[config.mk]
export PLATFORM = sky130hd
export DESIGN_NAME = tse_ctrl
export DESIGN_NICKNAME = d
export VERILOG_FILES = /design/src/hdl/tse_pkg.sv /design/src/hdl/tse_ctrl.sv
export SDC_FILE = /design/constraint.sdc
export NUM_CORES = 1
export LEC_CHECK = 0
export BUFFER_PORTS_ARGS = -buffer_cell sky130_fd_sc_hd__buf_2
export CAP_MARGIN = 5
export CORE_AREA = 2 2 39 41
export CTS_BUF_LIST = sky130_fd_sc_hd__clkbuf_4 sky130_fd_sc_hd__clkbuf_8
export DETAILED_ROUTE_END_ITERATION = 16
export DIE_AREA = 0 0 41 43
export PLACE_DENSITY = 0.58
export SLEW_MARGIN = 15
export SYNTH_ARGS = -nofsm -noshare
export SYNTH_HDL_FRONTEND = slang
export SYNTH_SLANG_ARGS = --single-unit
[constraint.sdc]
create_clock -name clock -period 1.3 [get_ports clock]
set_input_delay 0.13 -clock clock [delete_from_list [all_inputs] [get_ports clock]]
set_output_delay 0.13 -clock clock [all_outputs]
set_load 0.02 [all_outputs]
[src/hdl/tse_pkg.sv]
// Shared types, constants and helper functions for the timestamp seal encoder.
// Used by tse_ctrl, tse_datapath and timestamp_seal_encoder; depends on nothing.
`default_nettype none

package tse_pkg;

   // Block geometry and sizes of the internal stores.
   localparam int BLOCK_LEN  = 12;
   localparam int KEY_LEN    = 50;
   localparam int TAIL_DEPTH = 2 * BLOCK_LEN;
   localparam int MAX_DIGITS = 8;

   // Fixed bytes of the seal trailer and of the encoding.
   localparam logic [7:0] SEAL_OPEN  = 8'h18;
   localparam logic [7:0] SEAL_CLOSE = 8'h19;
   localparam logic [7:0] PAD_BYTE   = 8'h31;
   localparam logic [7:0] TRAIL_HI   = 8'h80;
   localparam logic [7:0] TRAIL_LF   = 8'h0a;
   localparam logic [7:0] ASCII_ZERO = 8'h30;
   localparam logic [7:0] ENC_OFFSET = 8'h20;
   localparam logic [7:0] HIGH_BIT   = 8'h80;

   // Reciprocal of ten scaled by 2^27, rounded up; exact for 24-bit dividends.
   localparam logic [23:0] RECIP_TEN = 24'd13421773;
   localparam int          RECIP_SHIFT = 27;

   // The 50-character key phrase, one ASCII byte per entry.
   localparam logic [7:0] KEY_TABLE [KEY_LEN] = '{
      8'h54, 8'h69, 8'h6D, 8'h65, 8'h73, 8'h74, 8'h61, 8'h6D, 8'h70, 8'h20,
      8'h28, 8'h46, 8'h49, 8'h43, 8'h53, 8'h29, 8'h20, 8'h76, 8'h31, 8'h2E,
      8'h30, 8'h20, 8'h2D, 8'h20, 8'h70, 8'h72, 8'h6F, 8'h67, 8'h72, 8'h61,
      8'h6D, 8'h6D, 8'h65, 8'h64, 8'h20, 8'h62, 8'h79, 8'h20, 8'h48, 8'h65,
      8'h6E, 8'h72, 8'h69, 8'h6B, 8'h20, 8'h47, 8'h72, 8'h61, 8'h6D, 8'h2E
   };

   // Controller states.
   typedef enum logic [3:0] {
      ST_IDLE,
      ST_DIV,
      ST_COPY,
      ST_CLOSE,
      ST_PAD,
      ST_EMIT_MSG,
      ST_EMIT_SEAL,
      ST_TRAIL_HI,
      ST_TRAIL_LF
   } state_type;

   // Commands from the controller to the datapath.
   typedef struct packed {
      logic ld_msg;
      logic ld_seal;
      logic div_step;
      logic copy_step;
      logic close_step;
      logic pad_step;
      logic emit_step;
      logic emit_last;
      logic hi_step;
      logic lf_step;
   } cmd_type;

   // Status from the datapath to the controller.
   typedef struct packed {
      logic op;
      logic fill_full;
      logic div_done;
      logic copy_last;
      logic pad_done;
      logic emit_last;
      logic out_free;
   } status_type;

   // Position within a block after the three fixed swaps.
   function automatic logic [3:0] swap_pos(input logic [3:0] pos);
      logic [3:0] res;
      unique case (pos)
         4'd0:    res = 4'd11;
         4'd11:   res = 4'd0;
         4'd2:    res = 4'd9;
         4'd9:    res = 4'd2;
         4'd4:    res = 4'd7;
         4'd7:    res = 4'd4;
         default: res = pos;
      endcase
      return res;
   endfunction

endpackage

`default_nettype wire

[src/hdl/tse_ctrl.sv]
// Controller state machine of the timestamp seal encoder.
// Depends on tse_pkg; drives the datapath commands from its status.
`default_nettype none

module tse_ctrl (
   input  wire logic             clock,
   input  wire logic             reset,
   input  wire logic             req_tvalid,
   output logic                  req_tready,
   input  tse_pkg::status_type   status,
   output tse_pkg::cmd_type      cmd
);
   import tse_pkg::*;

   state_type state_ff;
   state_type state_in;

   // State register.
   always_ff @(posedge clock) begin
      if (reset) begin
         state_ff <= ST_IDLE;
      end else begin
         state_ff <= state_in;
      end
   end

   // Next state.
   always_comb begin
      state_in = state_ff;
      unique case (state_ff)
         ST_IDLE: begin
            if (req_tvalid) begin
               if (status.op) begin
                  state_in = ST_DIV;
               end else if (status.fill_full) begin
                  state_in = ST_EMIT_MSG;
               end
            end
         end
         ST_DIV: begin
            if (status.div_done) state_in = ST_COPY;
         end
         ST_COPY: begin
            if (status.copy_last) state_in = ST_CLOSE;
         end
         ST_CLOSE: state_in = ST_PAD;
         ST_PAD: begin
            if (status.pad_done) state_in = ST_EMIT_SEAL;
         end
         ST_EMIT_MSG: begin
            if (status.out_free && status.emit_last) state_in = ST_IDLE;
         end
         ST_EMIT_SEAL: begin
            if (status.out_free && status.emit_last) state_in = ST_TRAIL_HI;
         end
         ST_TRAIL_HI: begin
            if (status.out_free) state_in = ST_TRAIL_LF;
         end
         ST_TRAIL_LF: begin
            if (status.out_free) state_in = ST_IDLE;
         end
         default: state_in = ST_IDLE;
      endcase
   end

   // Outputs: handshake and datapath commands.
   always_comb begin
      req_tready     = (state_ff == ST_IDLE);
      cmd            = '0;
      cmd.ld_msg     = (state_ff == ST_IDLE) && req_tvalid && !status.op;
      cmd.ld_seal    = (state_ff == ST_IDLE) && req_tvalid && status.op;
      cmd.div_step   = (state_ff == ST_DIV);
      cmd.copy_step  = (state_ff == ST_COPY);
      cmd.close_step = (state_ff == ST_CLOSE);
      cmd.pad_step   = (state_ff == ST_PAD) && !status.pad_done;
      cmd.emit_step  = ((state_ff == ST_EMIT_MSG) || (state_ff == ST_EMIT_SEAL))
                       && status.out_free;
      cmd.emit_last  = (state_ff == ST_EMIT_MSG) && status.emit_last;
      cmd.hi_step    = (state_ff == ST_TRAIL_HI) && status.out_free;
      cmd.lf_step    = (state_ff == ST_TRAIL_LF) && status.out_free;
   end

endmodule

`default_nettype wire

==> impl_summary.md, run 1 <==
Timing
Setup violations remaining at the end of the flow were counted as 13. The number of failing hold endpoints at the final stage was 0. The maximum clock skew at final layout is 0.00458 ns. The portion of the clock cycle consumed by the worst path in the final layout is 120%. The final worst-path setup slack is -0.258 ns. Summed over all failing endpoints, the final setup total negative slack is -1.79 ns. The final-report max-slew violation count is 0. Setup repair after global routing could not meet its margin everywhere. For this run, the top clock speed supported by timing is 642 MHz.

The minimum period implied by the final worst setup slack is 1.56 ns. The worst slew margin relative to its limit is 79.5%. The slew at the pin closest to its max-slew limit is roughly 0.3 ns.

Layout
In the final design database the tool counted between 100 and 150 nets. Summing all multi-input logic gate instances after layout gives 419 um2. The footprint of the flip-flops and latches is a little over 90 um2.

The number of antenna cells inserted is 0. In the final layout, the share of cells above drive strength 1 is 70.7%. The count of cells in the finished layout, fillers not included, comes to ~120. Compared with the post-synthesis result, the final layout area differs by 113%. After routing the design area is about 900 um2. The largest registers in the layout are state_ff x4.

More flip-flops sit in one register than any other, and that register is state_ff. The flip-flop count of the largest register after layout is 4. The number of filler cells placed in the layout is about 120.

Critical path
Among the stages of the critical path, the cell type that occurs most often is sky130_fd_sc_hd__buf_6. Along the worst path, the maximum fanout reaches 6. The reg-to-reg endpoint is state_ff[1]. The delay contributed by the slowest stage of the critical path is 0.37 ns. STA classifies the critical path endpoint as a primary output. For flop-to-flop paths, the worst setup slack is -0.19 ns. The element type at the critical path start is a flop. The data arrival time of the critical path is 1.43 ns.

The critical path is of the flop to primary output type. The startpoint of the most critical register-to-register path is state_ff[0]. The worst register-to-register path has a depth of 6. Traced cell by cell, the critical path runs through buf_6, nor4_4, and3_4, buf_6.

The worst-path cell with the longest stage delay is sky130_fd_sc_hd__dfxtp_4. For the worst setup path, the data required time is 1.17 ns.

Pwr
Of the total power, the share spent switching nets is 42.0%. The register share of total power is 14.4%. IR analysis of the VDD net gives a maximum drop of between 0.001 and 0.0015 V. The clock share of power is 8.9%.

The power share of the combinational group is 76.7%. The total internal power is roughly 0.0012 W. The power dissipated by switching net loads is 0.000878 W. The analysis attributes to cell leakage a power of 0.427 nW.

Dividing total power by cell area gives a power density of approximately 2300 nW/um2.

Die
The die area is 1760 um2. The count of standard-cell rows is 14. The width of the die is 41 um. The initial cell density of the core is 30.9%. The number of placed I/O pins is 21. The region available for standard cell placement spans approximately 1400 um2. The die extent in y is 43 um.

Worst hold path
The worst hold-check path type is primary input to flop. The number of cells traversed by the worst hold path is 2. In this run the most critical hold path is launched from reset.

The end point of the most critical hold path is state_ff[3].

Logic synthesis
Synthesis produced a netlist whose cell count is 56. After synthesis, the cell types taking the most area are sky130_fd_sc_hd__dfxtp_1 (19%), sky130_fd_sc_hd__nor2_1 (7.0%), sky130_fd_sc_hd__nor2b_1 (5.8%). Yosys mapped a number of flops with a built-in enable equal to 0. The share of synthesized area in the top cell type comes to 18.7%. Counting flops with an async set or reset pin after synthesis yields a share of 0%. The commonest register cell after synthesis is sky130_fd_sc_hd__dfxtp_1. The total nets after synthesis is 66. The dominant cell type by area after synthesis is sky130_fd_sc_hd__dfxtp_1. The fraction of the yosys area taken by sequential cells is 18.7%.

Yosys mapped the design onto 30 distinct sky130hd cell types. The synthesized area divided by synthesized cell count is between 7 and 8 um2. The post-synthesis register bit count is 4. Yosys printed 0 warnings. The mapped cell area is 428 um2.

Place
The placed instance area is 668 um2. The routability congestion estimate is about 0.75. Before CTS, the worst setup slack after placement is -0.285 ns. Once placement completed, the tool counted placed cells totaling 102. Summed over all nets, the half-perimeter wirelength after detailed placement is approximately 900 um. In this run the tool buffered the top-level ports with 20 buffer cells.

Detailed routing
Across all layers, the routed design uses ~570 vias. The count of nets left with antenna violations once routing finished came out at 0. The via count normalized by instance count is 4.91. The average detailed-routed wire length per instance is 12.6 um. After detailed routing, the number of remaining DRC violations is 0. The number of design-rule violations left by the first detailed-router iteration is 4. The first detailed-routing pass took 4 iterations. The total detailed-routing wirelength is 1450 um.

Clocking
After clock tree synthesis, the clock-pin slew on the worst setup and hold paths is 0.04 ns. The number of hold buffers added after CTS is 0. The clock latency on the worst-skew pair is 0.23 ns. The longest clock path from root to sink contains 2 buffers.

TritonCTS built the clock tree. The clock root buffer is sky130_fd_sc_hd__clkbuf_4. The number of CTS-inserted buffers is 3. The H-tree depth is 1. The number of sinks driven by the clock tree is 4.

Flow run
The tool flagged a number of max-cap violations equal to 0.

Global route
The global-route wire length before repair is approximately 2000 um. The number of antenna violations at the first check in global routing is 0. The maximum number of pins on one net before global-route repair is 10.

The via count of the first global-routing pass came to 493. After global routing the overflow that remains totals 0. Global routing used 16.4% of the available tracks.

Run status
The flow ran to the end, but the final reports show violations. The checks that failed: negative setup slack.
==> cells by family after synthesis <==
| family | Yosys count | share of synthesized area, % |
|---|---|---|
| DFF | 4 | 18.7 |
| xor gates and xnor gates | 1 | 2.05 |
| AOI/OAI and AO/OA | 12 | 22.5 |
| muxes | 2 | 4.68 |
| and+or+nand+nor | 33 | 45.3 |
| buffers and inverters | 4 | 6.73 |
==> layout make-up <==
cell class	count	area share (%)
multi-input combinational	48	46.0
sequential	4	10.2
timing repair buffer	43	38.3
clock buffer	4	3.30
tap	16	2.20
==> worst max-delay path by stage <==
stage | from | end | slack (ns) | cells past startpoint
final | state_ff[0] | cmd[8] | -0.26 | 4
after floorplan | state_ff[0] | state_ff[1] | -0.10 | 6
after CTS | state_ff[2] | cmd[8] | -0.22 | 4
after global routing | state_ff[0] | cmd[9] | -0.33 | 5
after detailed placement | state_ff[2] | state_ff[1] | -0.28 | 5
after global placement | state_ff[2] | state_ff[1] | -0.23 | 5
==> cells in the final DEF, fill, tap and decap left out, types with 2 or more instances in the layout <==
master,Yosys,layout
sky130_fd_sc_hd__and2_4,0,2
sky130_fd_sc_hd__o21ai_1,2,3
sky130_fd_sc_hd__nor3_2,1,2
sky130_fd_sc_hd__mux2i_1,2,2
sky130_fd_sc_hd__buf_4,1,20
sky130_fd_sc_hd__clkbuf_4,0,4
sky130_fd_sc_hd__buf_6,1,11
sky130_fd_sc_hd__nor4_4,0,2
sky130_fd_sc_hd__nor2_1,8,5
sky130_fd_sc_hd__nor2b_1,4,2
sky130_fd_sc_hd__nor3b_1,2,2
sky130_fd_sc_hd__nand2_1,5,4
sky130_fd_sc_hd__dfxtp_4,0,3
sky130_fd_sc_hd__buf_2,2,11
sky130_fd_sc_hd__nor2_4,0,2
==> repair_timing <==
action                                  CTS  global route
pin swaps                                 5             9
endpoints found under the setup margin   15            15
setup buffers                             5             4
gates resized for setup                  21            22
==> Yosys cell counts (all sizes together) (2+ instances only) <==
library cell and count:
nor2 8, nor4 2, nor3b 2, and3 2
and2 3, nand2 5, mux2i 2, nor3 2
o21ai 4, buf 4, dfxtp 4, a21oi 2
nor2b 4
==> through the flow <==
| stage | hold slack (ns) | total power, W | util [%] |
|---|---|---|---|
| after floorplan | 0.195 | 0.00101 | - |
| after global placement | 0.387 | 0.00142 | 48.3 |
| after detailed placement | 0.388 | 0.00142 | 48.3 |
| after CTS | 0.146 | 0.00189 | 58.5 |
| after global routing | 0.149 | 0.00224 | 65.8 |
| final | 0.153 | 0.00209 | 65.8 |
==> worst max-delay path, delay by kind of cell (launching register included) <==
family,cells,cell delay [ns]
buf+inv,2,0.25
flops,1,0.37
simple gates,2,0.58
==> per-layer routing <==
metal  vias to the layer above  GRT usage, %  part of all wire, %
met1                       258          20.6                   42
met3                         0          6.28                  3.0
li1                        294             -                    -
met2                        13          26.3                   54
met5                         -             0                    0
met4                         0          2.00                    0
==> power by group through the flow <==
stage	logic [W]	registers (W)	clock network (W)
after global routing	0.00172	0.000315	0.000209
after global placement	0.00111	0.000313	0
after floorplan	0.000749	0.000258	0
final	0.00160	0.000300	0.000186
after detailed placement	0.00111	0.000313	0
after CTS	0.00139	0.000307	0.000195
(Power assumes the default switching activity.)
==> run 2, diff against run 1 <==
--- a/config.mk
+++ b/config.mk
@@ -12,6 +12,7 @@
 export DETAILED_ROUTE_END_ITERATION = 16
 export DIE_AREA = 0 0 41 43
 export PLACE_DENSITY = 0.58
+export SETUP_SLACK_MARGIN = 0.4
 export SLEW_MARGIN = 15
 export SYNTH_ARGS = -nofsm -noshare
 export SYNTH_HDL_FRONTEND = slang
==> run 2 against run 1 <==
  * Via count rose by 13%
  * Design area grew 18%
  * Total power increased by 20%
  * Hold slack lost 0.0076 ns
  * The flow still finishes with violations (negative setup slack)
  * Die area stayed put
  * Critical path depth grew 2
  * Sequential cell count did not move
==> impl_summary.md, run 2 (same netlist as run 1, synthesis figures left out) <==
Run status
The flow ran to the end, but the final reports show violations. The checks that failed: negative setup slack.

Critical path
The data required time at the worst endpoint is 1.44 ns (+0.27 ns). The critical path is of the flop to flop type. The setup slack of the worst register-to-register path is -0.24 ns (-0.05 ns).

The top fanout value on the critical path came to 4 (-2). The critical path endpoint category is a flop. The data arrival time of the critical path is 1.68 ns (+0.25 ns). The reg-to-reg endpoint is state_ff[1]. STA classifies the critical path startpoint as a flop.

The count of cells along the worst register-to-register path came to 6 (unchanged). The startpoint identified for the worst register-to-register timing path is state_ff[2].

Layout
The share of final-layout standard cells stronger than drive strength 1 came to 78.0% (+7.3 points). The final-stage net count is 120 (+9.1%). The flip-flop count of the largest register after layout came to 4 (unchanged).

The number of filler cells placed in the layout is 100 (-16%). Counting flops per register, the top entry is state_ff. The area taken by multi-input logic gates came to 444 um2 (+6.0%). The number of antenna cells inserted is 0 (unchanged). The largest registers in the layout are state_ff x4. The area growth from synthesis to final layout is 151%. The footprint of the flip-flops and latches came to 95.1 um2 (+2.7%).

In the layout the commonest cells are sky130_fd_sc_hd__buf_6 (20), sky130_fd_sc_hd__buf_4 (20), sky130_fd_sc_hd__buf_2 (10).

Die
The number of placed I/O pins is 21 (unchanged). The width of the die is 41 um (unchanged). The initial cell density of the core is 30.9% (unchanged). The area of the core was 1380 um2 (unchanged).

The count of standard-cell rows came to 14 (unchanged). The die area is 1760 um2 (unchanged). The die extent in y came to 43 um (unchanged).

Clocking
The clock edge transition at the registers on the reported setup and hold paths came to 0.04 ns (about the same). The number of sinks driven by the clock tree is 4 (unchanged). The H-tree depth is 1 (unchanged). The clock latency on the worst-skew pair came to 0.24 ns (about the same). The number of hold buffers added after CTS came to 0 (unchanged). TritonCTS built the clock tree. The maximum buffer depth of the clock tree is 2 (unchanged). The clock root buffer is sky130_fd_sc_hd__clkbuf_4. The number of CTS-inserted buffers is 3 (unchanged).

Pwr
The power dissipated by switching net loads is 0.00101 W (+15%). The maximum ir drop on the vdd rail is 0.00126 V (-4.3%). The power share of the combinational group is 81.3% (+4.6 points). The register share of total power came to 10.9% (-3.5 points). The power per unit of standard cell area came to 2330 nW/um2 (+1.6%). The leakage power total came to 0.502 nW (+18%). The total internal power was 0.00150 W (+24%). The clock share of power is 7.8% (-1.1 points). The switching part of the total power is 40.2% (-1.8 points).

Timing
The portion of the clock cycle consumed by the worst path in the final layout is 119% (-1.3 points). The slew at the pin closest to its max-slew limit is 0.285 ns (-0.0214 ns). The final-report max-slew violation count is 0 (unchanged).

The final worst-path setup slack is -0.241 ns (+0.0170 ns). The worst slew margin relative to its limit is 80.9% (+1.4 points). The top achievable clock speed is 649 MHz (+1.1%).

Setup repair after global routing could not meet its margin everywhere. The number of failing hold endpoints at the final stage is 0 (unchanged). The count of endpoints failing setup in the final report is 15 (+2). The minimum period implied by the final worst setup slack was 1.54 ns (-0.0170 ns). The final sum of negative setup slack came to -2.18 ns (-0.394 ns). The maximum clock skew at final layout is 0.000947 ns (-0.00363 ns).

Global route
The overall fraction of global-route tracks in use is 21.4% (+5.0 points). The via count of the first global-routing pass is 587 (+19%). The global-route wire length before repair is 2510 um (+26%). The number of antenna violations at the first check in global routing is 0 (unchanged).

The residual overflow from global routing was 0 (unchanged). The maximum number of pins on one net before global-route repair is 11 (+1).

Place
The routability congestion estimate is 0.692 (-7.3%). The worst setup slack before clock tree synthesis is -0.185 ns (+0.0997 ns). The port buffer count is 20 (unchanged). The detailed placement HPWL came to 1070 um (+18%).

Worst hold path
The number of cells traversed by the worst hold path is 2 (unchanged). The path with the worst hold slack has its endpoint at state_ff[3]. The worst hold path belongs to the class primary input to flop. The startpoint of the worst hold path is reset.

Detailed routing
The DRC violation count after routing is 0 (unchanged). The average detailed-routed wire length per instance came to 13.3 um (+5.6%). The number of design-rule violations left by the first detailed-router iteration is 7 (+3).

The total number of vias is 637 (+13%). The remaining antenna violation count is 0 (unchanged). The number of detailed-route iterations in the first pass is 3 (-1). The via count normalized by instance count is 5.10 (+3.7%). The total detailed-routing wirelength is 1660 um (+15%).

Flow run
The max capacitance violation total is 0 (unchanged).
==> run 2: cell count changes in the layout (fill, tap and decap cells not counted), sizes merged <==
cell    before  now
buf         43   52
clkbuf       4    5
==> run 2: worst max path at each step <==
stage	endpoint	from	slack, ns
floorplan	state_ff[1]	state_ff[0]	-0.10
global placement	state_ff[1]	state_ff[2]	-0.16
detailed placement	state_ff[1]	state_ff[2]	-0.19
CTS	cmd[8]	state_ff[2]	-0.31
global route	state_ff[0]	state_ff[0]	-0.33
finish	state_ff[1]	state_ff[2]	-0.24
==> run 2: what timing repair did <==
action,4_1_cts,5_1_grt
setup endpoints to repair,15,15
pin swaps,8,13
buffers inserted,10,6
cloned,0,1
resized for setup,28,20
==> run 2: metrics by stage <==
step                instance area, um2  hold slack [ns]  utilization [%]  std cells  power [W]
finish                            1070            0.145             77.7        125    0.00250
detailed placement                 731            0.387             52.8        104    0.00158
global placement                   731            0.389             52.8        104    0.00157
CTS                                926            0.131             66.9        118    0.00221
global route                      1070            0.151             77.7        125    0.00265
floorplan                          532            0.195                -         56    0.00115
==> run 2: power groups by stage <==
stage | registers, W | logic [W] | clock network [W]
2_1_floorplan | 0.000265 | 0.000882 | 0
3_3_place_gp | 0.000324 | 0.00125 | 0
3_5_place_dp | 0.000330 | 0.00125 | 0
4_1_cts | 0.000252 | 0.00176 | 0.000204
5_1_grt | 0.000281 | 0.00216 | 0.000212
6_report | 0.000273 | 0.00203 | 0.000196
==> run 2: per-layer routing <==
metal	routed length, um	share of wire (%)	vias up	global-route usage, %
li1	-	-	313	-
met3	68	4.1	0	7.85
met5	0	0	-	0
met4	0	0	0	4.00
met1	644	39	307	25.2
met2	951	57	17	35.6
==> run 2: cell type report <==
type,count,share of cell area [%]
multi-input cells,48,41.3
flip-flops and latches,4,8.85
repair buffers,53,45.2
clock buffers,4,2.79
well taps,16,1.86
==> run 2: worst max-delay path, cell delays in order (launching register included) <==
cell and delay, ns:
sky130_fd_sc_hd__dfxtp_4 0.36, sky130_fd_sc_hd__buf_6 0.12, sky130_fd_sc_hd__buf_4 0.12, sky130_fd_sc_hd__a31oi_1 0.22, sky130_fd_sc_hd__o211ai_2 0.15, sky130_fd_sc_hd__a21o_1 0.21, sky130_fd_sc_hd__o41ai_2 0.26
